<file path="config.mk">
export PLATFORM = sky130hd
export DESIGN_NAME = yuv422_to_rgb888_converter_flat
export DESIGN_NICKNAME = d
export VERILOG_FILES = /design/src/sv/y2r_pkg.sv /design/src/sv/y2r_ifs.sv /design/src/sv/yuv422_to_rgb888_converter.sv /design/src/flat_wrapper.sv
export VERILOG_INCLUDE_DIRS = /design/src /design/src/sv
export SDC_FILE = /design/constraint.sdc
export NUM_CORES = 1
export LEC_CHECK = 0
export BUFFER_PORTS_ARGS = -buffer_cell sky130_fd_sc_hd__clkbuf_2
export CORE_ASPECT_RATIO = 1.5
export CORE_UTILIZATION = 56
export CTS_BUF_LIST = sky130_fd_sc_hd__clkbuf_2 sky130_fd_sc_hd__clkbuf_4 sky130_fd_sc_hd__clkbuf_8
export CTS_CLUSTER_SIZE = 16
export DETAILED_ROUTE_END_ITERATION = 7
export HOLD_SLACK_MARGIN = 0.05
export PLACE_DENSITY_LB_ADDON = 0.2
export RECOVER_POWER = 25
export SYNTH_ARGS = -nofsm -noshare
export SYNTH_HDL_FRONTEND = slang
export SYNTH_SLANG_ARGS = --single-unit
</file>
<file path="constraint.sdc">
create_clock -name clock -period 19.85 [get_ports clock]
set_input_delay 3.97 -clock clock [delete_from_list [all_inputs] [get_ports clock]]
set_output_delay 3.97 -clock clock [all_outputs]
set_load 0.05 [all_outputs]
</file>
<file path="src/sv/yuv422_to_rgb888_converter_macros.svh">
// Assertion macros for the YUYV to RGB888 converter.
// Included by the top level; no other dependencies.
`ifndef YUV422_TO_RGB888_CONVERTER_MACROS_SVH
`define YUV422_TO_RGB888_CONVERTER_MACROS_SVH

`ifndef SYNTH

// same-cycle implication
`define Y2R_ASSERT_IMPL(label, clk, rst, ante, cons) \
   label: assert property (@(posedge clk) disable iff (rst) (ante) |-> (cons)) \
      else $error("y2r assertion failed");

// next-cycle implication
`define Y2R_ASSERT_NEXT(label, clk, rst, ante, cons) \
   label: assert property (@(posedge clk) disable iff (rst) (ante) |=> (cons)) \
      else $error("y2r assertion failed");

`else

`define Y2R_ASSERT_IMPL(label, clk, rst, ante, cons)
`define Y2R_ASSERT_NEXT(label, clk, rst, ante, cons)

`endif

`endif

</file>
<file path="src/sv/y2r_pkg.sv">
// Shared types and constants for the YUYV to RGB888 converter.
// No dependencies.
package y2r_pkg;

   // Q2.14 coefficients
   localparam int unsigned FracBits  = 14;
   localparam int unsigned CoefR     = 23044;  // 1.4065
   localparam int unsigned CoefGu    = 5661;   // 0.3455
   localparam int unsigned CoefGv    = 11746;  // 0.7169
   localparam int unsigned CoefB     = 29147;  // 1.7790
   localparam int unsigned LumaOfs   = 16;
   localparam int unsigned ChromaOfs = 128;

   // worst case sum is about -4.0e6 to +7.6e6, so 25 signed bits leave margin
   localparam int unsigned SumW = 25;

   typedef logic signed [SumW-1:0] sum_type;
   typedef logic signed [8:0]      chroma_type;

   typedef struct packed {
      logic [7:0] luma_first;
      logic [7:0] chroma_blue;
      logic [7:0] luma_second;
      logic [7:0] chroma_red;
   } yuyv_type;

   typedef struct packed {
      logic [7:0] red_first;
      logic [7:0] green_first;
      logic [7:0] blue_first;
      logic [7:0] red_second;
      logic [7:0] green_second;
      logic [7:0] blue_second;
   } rgb_pair_type;

   // floor(sum / 2^14) clamped to 0..255
   function automatic logic [7:0] clamp_byte(input sum_type sum);
      sum_type shifted;
      shifted = sum >>> FracBits;
      if (sum < 0) begin
         return 8'd0;
      end else if (shifted > sum_type'(255)) begin
         return 8'd255;
      end else begin
         return shifted[7:0];
      end
   endfunction

   // luma minus offset, scaled to Q2.14
   function automatic sum_type luma_term(input logic [7:0] luma);
      return (sum_type'({1'b0, luma}) - sum_type'(LumaOfs)) <<< FracBits;
   endfunction

endpackage

</file>
<file path="src/sv/y2r_ifs.sv">
// Valid/ready channel interfaces for the YUYV to RGB888 converter.
// Depends on y2r_pkg for the payload types.
interface y2r_yuyv_if import y2r_pkg::*; ();
   logic     valid;
   logic     ready;
   yuyv_type payload;

   modport source (output valid, output payload, input ready);
   modport sink   (input valid, input payload, output ready);
endinterface

interface y2r_rgb_if import y2r_pkg::*; ();
   logic         valid;
   logic         ready;
   rgb_pair_type payload;

   modport source (output valid, output payload, input ready);
   modport sink   (input valid, input payload, output ready);
endinterface

</file>
<file path="src/sv/yuv422_to_rgb888_converter.sv">
// Top level: YUYV 4:2:2 group to two RGB888 pixels.
// Depends on y2r_pkg, y2r_ifs.sv and yuv422_to_rgb888_converter_macros.svh.

// Each transaction on req_chan carries one YUYV group (Y0, Cb, Y1, Cr) and
// yields exactly one transaction on rsp_chan with two RGB888 pixels that share
// the chroma. Math is Q2.14: R = Y' + 1.4065 V, G = Y' - 0.3455 U - 0.7169 V,
// B = Y' + 1.7790 U with Y' = Y-16, U = Cb-128, V = Cr-128; each sum is
// floored by 2^14 and clamped to 0..255. The block is a two-register pipe:
// an input register, then four constant multiplies, the adds and the clamps,
// then the result register. An accepted group passes through the input
// register and then the result register, which drives rsp_chan.valid;
// throughput is one group per clock while rsp_chan.ready stays high, set by the
// single pass through the multiply/add stage. Ready propagates back through both
// stages, so a stalled result holds only the stages behind it. No configuration.
`include "yuv422_to_rgb888_converter_macros.svh"

module yuv422_to_rgb888_converter import y2r_pkg::*; (
   input  logic            clock,
   input  logic            reset,
   y2r_yuyv_if.sink        req_chan,
   y2r_rgb_if.source       rsp_chan
);

   // stage 1: captured group
   logic         in_valid_ff, in_valid_in;
   yuyv_type     in_data_ff;
   // stage 2: result register
   logic         out_valid_ff, out_valid_in;
   rgb_pair_type out_data_ff, out_data_in;

   logic out_take;   // result register can load this cycle
   logic in_take;    // input register can load this cycle

   assign out_take = !out_valid_ff || rsp_chan.ready;
   assign in_take  = !in_valid_ff || out_take;

   assign req_chan.ready   = in_take;
   assign rsp_chan.valid   = out_valid_ff;
   assign rsp_chan.payload = out_data_ff;

   // chroma terms shared by both pixels
   chroma_type u_val, v_val;
   sum_type    kr_v, kgu_u, kgv_v, kb_u;
   sum_type    ys_first, ys_second;

   always_comb begin
      u_val = chroma_type'({1'b0, in_data_ff.chroma_blue}) - chroma_type'(ChromaOfs);
      v_val = chroma_type'({1'b0, in_data_ff.chroma_red})  - chroma_type'(ChromaOfs);

      kr_v  = sum_type'(v_val) * sum_type'(CoefR);
      kgu_u = sum_type'(u_val) * sum_type'(CoefGu);
      kgv_v = sum_type'(v_val) * sum_type'(CoefGv);
      kb_u  = sum_type'(u_val) * sum_type'(CoefB);

      ys_first  = luma_term(in_data_ff.luma_first);
      ys_second = luma_term(in_data_ff.luma_second);

      out_data_in.red_first    = clamp_byte(ys_first + kr_v);
      out_data_in.green_first  = clamp_byte(ys_first - kgu_u - kgv_v);
      out_data_in.blue_first   = clamp_byte(ys_first + kb_u);
      out_data_in.red_second   = clamp_byte(ys_second + kr_v);
      out_data_in.green_second = clamp_byte(ys_second - kgu_u - kgv_v);
      out_data_in.blue_second  = clamp_byte(ys_second + kb_u);
   end

   always_comb begin
      in_valid_in  = in_take ? req_chan.valid : in_valid_ff;
      out_valid_in = out_take ? in_valid_ff : out_valid_ff;
   end

   always_ff @(posedge clock) begin
      if (reset) begin
         in_valid_ff  <= 1'b0;
         out_valid_ff <= 1'b0;
      end else begin
         in_valid_ff  <= in_valid_in;
         out_valid_ff <= out_valid_in;
      end
   end

   // payload registers, no reset
   always_ff @(posedge clock) begin
      if (in_take) begin
         in_data_ff <= req_chan.payload;
      end
      if (out_take) begin
         out_data_ff <= out_data_in;
      end
   end

   // an accepted transaction lands in the input register
   `Y2R_ASSERT_NEXT(a_accept_loads, clock, reset,
      req_chan.valid && req_chan.ready, in_valid_ff)
   // a captured group moves into a free result register
   `Y2R_ASSERT_NEXT(a_stage_advance, clock, reset,
      in_valid_ff && out_take, rsp_chan.valid)
   // both stages full and output stalled: no new transaction taken
   `Y2R_ASSERT_IMPL(a_full_backpressure, clock, reset,
      in_valid_ff && out_valid_ff && !rsp_chan.ready, !req_chan.ready)
   // nothing is presented right after reset
   `Y2R_ASSERT_IMPL(a_reset_empty, clock, 1'b0,
      $past(reset), !rsp_chan.valid)

endmodule

</file>
<file path="src/flat_wrapper.sv">
// flat-port wrapper written by rule: the top's interface ports become plain ports
module yuv422_to_rgb888_converter_flat import y2r_pkg::*;
  (clock, reset, req_chan_valid, req_chan_payload, req_chan_ready, rsp_chan_valid, rsp_chan_payload, rsp_chan_ready);
  y2r_yuyv_if req_chan_i ();
  y2r_rgb_if rsp_chan_i ();
  input  logic clock;
  input  logic reset;
  input wire logic [$bits(req_chan_i.valid)-1:0] req_chan_valid;
  input wire logic [$bits(req_chan_i.payload)-1:0] req_chan_payload;
  output wire logic [$bits(req_chan_i.ready)-1:0] req_chan_ready;
  output wire logic [$bits(rsp_chan_i.valid)-1:0] rsp_chan_valid;
  output wire logic [$bits(rsp_chan_i.payload)-1:0] rsp_chan_payload;
  input wire logic [$bits(rsp_chan_i.ready)-1:0] rsp_chan_ready;
  assign req_chan_i.valid = req_chan_valid;
  assign req_chan_i.payload = req_chan_payload;
  assign req_chan_ready = req_chan_i.ready;
  assign rsp_chan_valid = rsp_chan_i.valid;
  assign rsp_chan_payload = rsp_chan_i.payload;
  assign rsp_chan_i.ready = rsp_chan_ready;
  yuv422_to_rgb888_converter u_core (.clock(clock), .reset(reset), .req_chan(req_chan_i), .rsp_chan(rsp_chan_i));
endmodule
</file>
Yosys cells after proc, flatten, opt, wreduce, memory -nomap -nowiden
Index checks and enable logic that the tools add are counted.

storage, ports and cells
  word-level logic and storage cells = 50
  output and inout port bits = 50
  input bits = 36
  register bits = 82

cells by class
  reduce and logical (&&, ||, !) cells = 4
  mux-type cells = 6
  add/subtract/negate cells = 12
  $lt $le $gt $ge = 12
  multiply operators = 4

operators by type and width
  operator                                                        number
  < comparator 25 x 1 -> 1 bit, second input constant             6
  adder 23 x 25 -> 25 bit                                         4
  multiplier 9 x 14 -> 23 bit, second input constant              3
  greater-than comparator 11 x 9 -> 1 bit, second input constant  6
  subtractor 25 x 24 -> 25 bit                                    2
  two-way mux 8 bit                                               6
  subtractor 23 x 23 -> 24 bit                                    2
  multiplier 9 x 16 -> 25 bit, second input constant              1
  subtractor 8 x 5 -> 9 bit, second input constant                2
  subtractor 8 x 8 -> 9 bit, second input constant                2
  logical NOT 1 bit                                               2
  logical OR 1 bit                                                2

Depth between registers and ports, before layout
Gate-level depths: netlist of the first run.

  depth in word-level cells = 6
  mapped depth = 33
  mapped depth without buffers = 33

Worst setup path after synthesis of the first run
OpenSTA, ideal clock, no wires.

  path kind = in2out
  start = in rsp_chan_ready
  end = out req_chan_ready
  arrival time = 5036 ps
  stages = 2
  buffers on the path = 0
  setup slack = 10844 ps
  path through = nor2b_1 -> nand2_1

on the way
  cells in the longest elaborated chain, start to end = 2

RTL lines
  element           RTL line                          text
  start, declared   flat_wrapper.sv:13                input wire logic [$bits(rsp_chan_i.ready)-1:0] rsp_chan_ready;
  logical OR 1 bit  yuv422_to_rgb888_converter.sv:34  assign out_take = !out_valid_ff || rsp_chan.ready;
  logical OR 1 bit  yuv422_to_rgb888_converter.sv:35  assign in_take = !in_valid_ff || out_take;
  end, declared     flat_wrapper.sv:10                output wire logic [$bits(req_chan_i.ready)-1:0] req_chan_ready;

No other way between the ends.

Worst setup path in the final report of the first run
Same ends and word-level chain as after synthesis.

==> results.toml, run 1 <==
[run_status]
status = "complete, but fails checks"
violations = "max-capacitance violations, max-slew violations"

[global_route]
grt_max_degree = 49
grt_pass1_vias = 9991
overflow = 0
track_usage = 0.258
antenna_found_initial = 0
grt_first_pass_wirelength_um = 48700

[drt]
wl_per_cell_um = 16.6
routed_wl_um = 30100
firstDrtPassIters = 5
drc = 0
vias_per_cell = 5.55
antenna_left = 0
via_count = 10100
drt_iter0_drc = 438

[synthesis]
yosysWarnings = 0
ys_dominant_reg_cell = "edfxtp_1"
syn_nets = 1845
synth-seq-cells = 82
synth_area_um2 = 13600
synth.yosys.seq_area_share = 0.180
ys_types = 80
avgSynthCellArea_um2 = 9.68
async_flop_share = 0
synth_cells = 1403
synth_edf_count = 80

[worst_setup_path]
cp-end-kind = "output port"
critical_path.cell_chain = "clkbuf_2 -> nor2b_1 -> nand2_2 -> clkbuf_1 -> clkbuf_2"
crit_arrival_ns = 6.17
crit_type = "input pin to output port"
max_stage_delay_ns = 1.45
cp_max_fo = 33
cpLargestDelayFamily = "buffers and inverters"
crit_buf_inv = 3
cp-start-kind = "input pin"
cpMostUsedCell = "clkbuf_2"
critPathRequiredTime_ns = 15.88
cp_slowest_cell = "clkbuf_1"

[die]
rows = 69
die_x_um = 129
core_um2 = 23700
die_area_um2 = 24900
initial_utilization = 0.572
io-pin-count = 86
dieHeight_um = 193

[clock_tree]
cts_resized = 0
tritoncts = "yes"
cts_root_buf = "clkbuf_8"
ctsHoldBuffers = 0
cts_setup_buffers = 0
clkSinkCount = 82
h-tree-depth = 3
clk_pin_slew_worst_paths_ns = 0.10
cts_buffers = 9
clock_path_buffers = 2
clock_latency_ns = 0.41

[cells_and_area]
fill_cells = 2078
layout_commonest_cell = "ha_1"
diodes = 0
areaGrowthSynthToFinish_pct = 7.30
layout_common_cells = "309 x ha_1, 250 x inv_1, 97 x fa_1"
final_nets = 1937
drive_gt1_frac = 0.0920

[timing]
min_period_over_period = 0.511
finalCriticalPeriod_ns = 10.14
worst_pin_slew_ns = 2.04
slew-limit-headroom = -0.362
setup_viol = 0
report.final.slew_viol_count = 34
setup_tns_ns = 0
hold_viol = 0
max_freq_ghz = 0.0986
holdWs_ns = 0.516
fin_skew_ns = 0.0302
rsz0062_at_grt = "no"

[min_path]
hp-class = "flip-flop to flip-flop"

[place]
place_hpwl_um = 25800
gp_congestion = 0.970
io_buffers = 85

[flow_run]
maxCapViolCount = 1
## layout make-up
type	instances	area, um^2	area share
clock buffer	9	124	0.00850
tap	319	399	0.0274
inverter	252	946	0.0649
multi-input combinational	1064	10200	0.698
sequential	82	2440	0.168
clock inverter	7	65.1	0.00446
timing repair buffer	86	424	0.0291
## through the flow
step	utilization	worst slack, ns	instance area, um^2	std cells
after CTS	0.614	10.85	14600	1819
after global routing	0.614	9.49	14600	1819
after floorplan	-	10.84	13600	1403
after detailed placement	0.606	10.85	14400	1803
final	0.614	9.71	14600	1819
after global placement	0.606	10.88	14400	1803
## flip-flops by register name, summed over array words and instances, names as in the netlist
signal                   flops
u_core.rsp_chan.payload     48
u_core.in_data_ff           32
u_core.in_valid_ff           1
u_core.rsp_chan.valid        1
## tightest hold or removal path, cell delays in order, from the launching register on
cell and delay, ns:
dfxtp_1 0.34, nor2_1 0.10, nor2_1 0.04
## cells in the mapped netlist, types with 3 or more instances
cell type    n  area, um^2
nor4_1       7        43.8
clkbuf_1     3        11.3
or3_1        6        37.5
nand3_1     11        55.1
a21boi_0     8        60.1
nand4_1      4        25.0
o31ai_1      6        45.0
ha_1       309        3870
maj3_1       6        60.1
o21ai_0     58         290
o21ai_1     10        50.1
xor2_1      42         368
o41ai_1      6        52.6
nor3_1      30         150
and2_1      11        68.8
nor2_1      64         240
o21a_1      38         285
o2111ai_1    9        78.8
a211oi_1     5        37.5
edfxtp_1    80        2400
or2_2       13        81.3
a21o_1      20         150
nand2_1     39         146
fa_1        97        1940
or3b_2       4        35.0
a21oi_1     72         360
o211ai_1     3        22.5
a31oi_1      8        50.1
a22o_1       3        26.3
nand2b_1    18         113
o31a_1       4        35.0
nor3b_1      6        45.0
maj3_2       3        33.8
nor2b_1     13        81.3
inv_1      251         942
xnor2_1     69         604
a21boi_1     9        67.6
## final timing paths
kind | depth (start not counted) | slack, ns | end | from
hold reg to reg | 2 | 0.52 | u_core.rsp_chan.valid$_SDFFE_PP0P_ | u_core.in_valid_ff$_SDFFE_PP0P_
setup / recovery | 5 | 9.71 | req_chan_ready | rsp_chan_ready
setup reg to reg | 32 | 11.07 | u_core.rsp_chan.payload[38]$_SDFFCE_PN0P_ | u_core.in_data_ff[23]$_DFFE_PP_
hold / removal | 2 | 0.52 | u_core.rsp_chan.valid$_SDFFE_PP0P_ | u_core.in_valid_ff$_SDFFE_PP0P_
## cells by family (layout without fill, tap and decap cells)
group / Yosys count / count (layout) / synth area share
fa+ha+maj: 415 / 415 / 0.435
compound gates: 293 / 293 / 0.144
buf+inv: 257 / 354 / 0.0714
simple gates: 240 / 240 / 0.0918
xor+xnor: 115 / 115 / 0.0773
flops: 82 / 82 / 0.180
mux: 1 / 1 / 0.000737
## layer usage
layer  routed length (um)  share of wire  vias to the layer above  track usage
met5                    0              0                        -            0
met4                 1380          0.046                        0        0.128
met3                  797          0.026                       66       0.0241
met2                15800           0.53                      213        0.478
met1                12100           0.40                     4770        0.290
li1                     -              -                     5054            -
Power of run 1 is not shown: default switching activity piles up to over one toggle a cycle in this logic, so the estimate is an artifact.
==> inputs of run 2 (changes only) <==
==> constraint.sdc (replaced) <==
create_clock -name clock -period 8.6 [get_ports clock]
set_input_delay 1.72 -clock clock [delete_from_list [all_inputs] [get_ports clock]]
set_output_delay 1.72 -clock clock [all_outputs]
set_load 0.05 [all_outputs]
==> results.toml, run 2 (synthesis gave the netlist of run 1 again) <==
[run_status]
status = "complete, but fails checks"
violations = "max-capacitance violations, max-slew violations"

[drt]
drc = 0
wl_per_cell_um = 17.1
route.layer.met1.wl_um = 12100
firstDrtPassIters = 8
wl_met2_um = 16400
via_count = 10200
routed_wl_um = 31100
antenna_left = 0
highest_layer = "met4"
met3WireLength_um = 954
vias_per_cell = 5.60
drt_iter0_drc = 408

[clock_tree]
clock_latency_ns = 0.41
cts_setup_buffers = 0
clk_pin_slew_worst_paths_ns = 0.11
clock_path_buffers = 2
h-tree-depth = 3
tritoncts = "yes"
ctsHoldBuffers = 0
cts_buffers = 9
cts_root_buf = "clkbuf_8"
clkSinkCount = 82
cts_resized = 0

[worst_setup_path]
crit_type = "flip-flop to flip-flop"
cp-start-kind = "flip-flop"
crit_buf_inv = 4
cp_slowest_cell = "edfxtp_1"
critPathRequiredTime_ns = 8.84
worst-path-stages = 30
r2r_slack_ns = 0.36
worstRegToRegCells = 30
cp_max_fo = 8
crit_arrival_ns = 8.48
cpLargestDelayFamily = "adder cells"
cp-end-kind = "flip-flop"
max_stage_delay_ns = 0.53

[min_path]
hold_depth = 2
hp-class = "flip-flop to flip-flop"

[place]
place_inst = 1809
io_buffers = 85
gp_congestion = 0.948
place_hpwl_um = 27000

[cells_and_area]
fin_util = 0.616
areaGrowthSynthToFinish_pct = 7.72
layout_commonest_cell = "ha_1"
final_nets = 1943
drive_gt1_frac = 0.0963
fin_cells = 1825
diodes = 0
layout_common_cells = "309 x ha_1, 250 x inv_1, 97 x fa_1"
largest_reg_flops = 48

[flow_run]
maxCapViolCount = 1

[timing]
hold_viol = 0
setup_tns_ns = 0
setup_viol = 0
min_period_over_period = 0.958
slew-limit-headroom = -0.445
report.final.slew_viol_count = 34
max_freq_ghz = 0.121
worst_pin_slew_ns = 2.17
finalCriticalPeriod_ns = 8.24
fin_skew_ns = 0.0182
rsz0062_at_grt = "no"

[die]
initial_utilization = 0.572
die_area_um2 = 24900
rows = 69
core_um2 = 23700
io-pin-count = 86
dieHeight_um = 193
die_x_um = 129

[global_route]
grt_pass1_vias = 10100
grt_max_degree = 49
overflow = 0
grt_first_pass_wirelength_um = 49700
antenna_found_initial = 0
track_usage = 0.267
[run 2: cell count changes in the layout (fill, tap and decap cells not counted), sizes merged]
cell and change:
buf +6
[run 2: layer usage]
layer,GRT usage,vias up
li1,-,5069
met1,0.291,4861
met2,0.493,219
met3,0.0261,74
met4,0.157,0
met5,0,-
[run 2: worst paths after layout]
path / end / start
worst max-delay path: u_core.rsp_chan.payload[37]$_SDFFCE_PN0P_ / u_core.in_data_ff[20]$_DFFE_PP_
worst min register to register: u_core.rsp_chan.valid$_SDFFE_PP0P_ / u_core.in_valid_ff$_SDFFE_PP0P_
worst min-delay path: u_core.rsp_chan.valid$_SDFFE_PP0P_ / u_core.in_valid_ff$_SDFFE_PP0P_
worst max register to register: u_core.rsp_chan.payload[37]$_SDFFCE_PN0P_ / u_core.in_data_ff[20]$_DFFE_PP_
[run 2: worst reg2reg max path: cells and delay by family, from the launching register on]
family                   cells  cell delay, ns
flip-flops                   1            0.53
adder cells (fa/ha/maj)     11            4.18
buffers and inverters        4            0.32
AO/OA/AOI/OAI               11            2.06
XOR/XNOR                     1            0.16
AND/OR/NAND/NOR              3            0.83
[run 2: through the flow]
step	instance area, um^2	hold slack [ns]	worst slack (ns)
after floorplan	13600	0.463	0.762
after global placement	14400	0.491	0.354
after detailed placement	14400	0.518	0.121
after CTS	14600	0.533	0.0490
after global routing	14600	0.574	0.0268
final	14600	0.528	0.359
[run 2: layout make-up]
cell class,count,area (um^2)
inverter,252,946
clock inverter,7,65.1
fill,2056,9110
multi-input combinational,1064,10200
tap,319,399
sequential,82,2440
timing repair buffer,92,467
clock buffer,9,124
Power of run 2 is left out for the same reason.
==> inputs of run 3 (changes only) <==
--- a/config.mk
+++ b/config.mk
@@ -6,8 +6,9 @@
 export SDC_FILE = /design/constraint.sdc
 export NUM_CORES = 1
 export LEC_CHECK = 0
+export ABC_AREA = 1
 export BUFFER_PORTS_ARGS = -buffer_cell sky130_fd_sc_hd__clkbuf_2
-export CORE_ASPECT_RATIO = 1.5
+export CORE_ASPECT_RATIO = 0.8
 export CORE_UTILIZATION = 56
 export CTS_BUF_LIST = sky130_fd_sc_hd__clkbuf_2 sky130_fd_sc_hd__clkbuf_4 sky130_fd_sc_hd__clkbuf_8
 export CTS_CLUSTER_SIZE = 16
==> results.toml, run 3 <==
[synthesis]
synth_fa_ha_area_frac = 0.380
synthTopCellsByCount = "389 x inv_1, 319 x nand2_1, 309 x ha_1"
ys_dominant_reg_cell = "edfxtp_1"
synth-seq-cells = 82
synth_cells = 1940
synth.most_common_cell = "inv_1"
synth.top_cell.area_share = 0.253
synth.yosys.seq_area_share = 0.160
async_flop_share = 0
yosysWarnings = 0
yosysTopAreaCell = "ha_1"
ys_types = 45
netlist_top_cells_area = "ha_1 25%, edfxtp_1 16%, fa_1 13%, inv_1 9.6%, nand2_1 7.8%"
synth-simple-area-share = 0.191
synth_area_um2 = 15300
synth_compound_area_frac = 0.0975
synth_edf_count = 80
avgSynthCellArea_um2 = 7.87
synthMuxAreaShare = 0
synth_top_family_by_area = "adder cells"
syn_nets = 2382
synthXorXnorAreaFrac = 0.0704

[worst_setup_path]
cp_max_fo = 13
cp-end-kind = "flip-flop"
cpMostUsedCell = "nand2_1"
max_stage_delay_ns = 0.58
critPathRequiredTime_ns = 8.77
cp_slowest_cell = "edfxtp_1"
cp-start-kind = "flip-flop"
crit_type = "flip-flop to flip-flop"
crit_arrival_ns = 7.73

[drt]
firstDrtPassIters = 5
wl_met2_um = 16400
antenna_left = 0
highest_layer = "met4"
vias_per_cell = 5.48
met3WireLength_um = 2990
drc = 0
via_count = 13100
route.layer.met1.wl_um = 19100
wl_per_cell_um = 16.3
routed_wl_um = 39200
drt_iter0_drc = 1086

[place]
gp_congestion = 0.997
place_hpwl_um = 34000
io_buffers = 85

[cells_and_area]
final_nets = 2477
areaGrowthSynthToFinish_pct = 7.04
drive_gt1_frac = 0.0804
largest_reg_flops = 48
diodes = 0
fill_cells = 2436
layout_common_cells = "389 x inv_1, 318 x nand2_1, 309 x ha_1"
layout_commonest_cell = "inv_1"

[clock_tree]
clock_path_buffers = 2
clk_pin_slew_worst_paths_ns = 0.11
clkSinkCount = 82
h-tree-depth = 3
clock_latency_ns = 0.41
cts_buffers = 9
cts_resized = 0
ctsHoldBuffers = 0
tritoncts = "yes"
cts_root_buf = "clkbuf_8"
cts_setup_buffers = 0

[timing]
finalCriticalPeriod_ns = 7.55
min_period_over_period = 0.878
setup_tns_ns = 0
holdWs_ns = 0.477
max_freq_ghz = 0.132
slew-limit-headroom = -0.389
fin_skew_ns = 0.0170
report.final.slew_viol_count = 35
hold_viol = 0
worst_pin_slew_ns = 2.08
rsz0062_at_grt = "no"
setup_viol = 0

[die]
die_area_um2 = 27900
dieHeight_um = 150
core_um2 = 26500
rows = 53
io-pin-count = 86
die_x_um = 187
initial_utilization = 0.576

[global_route]
grt_first_pass_wirelength_um = 63700
antenna_found_initial = 0
grt_pass1_vias = 12600
track_usage = 0.292
overflow = 0
grt_max_degree = 50

[min_path]
hp-class = "flip-flop to flip-flop"

[run_status]
violations = "max-capacitance violations, max-slew violations"
status = "complete, but fails checks"

[flow_run]
maxCapViolCount = 1
==> run 3: cell count changes after synthesis, sizes merged, moves of 36 or more <==
cell,previous run,this run
o21a,38,2
nand3,11,98
nand2,39,341
nor2,64,148
inv,252,402
a21oi,74,142
==> run 3: logic make-up after synthesis <==
kind of cell    Yosys count
compound gates          263
fa+ha+maj               406
buf+inv                 407
flops                    82
simple gates            661
xor+xnor                121
==> run 3: path summary, 6_finish.rpt <==
check	end	start	slack (ns)	depth (start not counted)
hold reg to reg	u_core.rsp_chan.valid$_SDFFE_PP0P_	u_core.in_valid_ff$_SDFFE_PP0P_	0.48	2
setup reg to reg	u_core.rsp_chan.payload[33]$_SDFFCE_PN0P_	u_core.in_data_ff[23]$_DFFE_PP_	1.05	38
setup / recovery	u_core.rsp_chan.payload[33]$_SDFFCE_PN0P_	u_core.in_data_ff[23]$_DFFE_PP_	1.05	38
hold / removal	u_core.rsp_chan.valid$_SDFFE_PP0P_	u_core.in_valid_ff$_SDFFE_PP0P_	0.48	2
==> run 3: cell type report <==
cell class	count	area, um^2	area share
flip-flops and latches	82	2440	0.149
well taps	357	447	0.0273
clock buffers	9	124	0.00758
multi-input cells	1451	11300	0.691
clock inverters	7	81.3	0.00498
repair buffers	88	437	0.0267
inverters	403	1510	0.0926
==> run 3: critical path: cells and delay by family, from the launching register on <==
kind / cells / cell delay, ns
fa+ha+maj: 8 / 3.13
simple gates: 18 / 1.81
compound gates: 4 / 0.96
buf+inv: 7 / 0.72
flops: 1 / 0.58
xor+xnor: 1 / 0.10
==> run 3: metrics by stage <==
stage / setup WS (ns) / std cells / utilization / instance area (um^2)
2_1_floorplan: 2.04 / 1940 / - / 15300
3_3_place_gp: 1.33 / 2381 / 0.609 / 16200
3_5_place_dp: 1.13 / 2381 / 0.609 / 16200
4_1_cts: 1.13 / 2397 / 0.617 / 16400
5_1_grt: 0.295 / 2397 / 0.616 / 16300
6_report: 1.05 / 2397 / 0.616 / 16300
==> run 3: metal layers <==
metal,vias up,global-route usage
met5,-,0
met2,419,0.449
met4,0,0.0664
li1,6544,-
met3,53,0.0612
met1,6112,0.420
Power of run 3 is left out for the same reason.
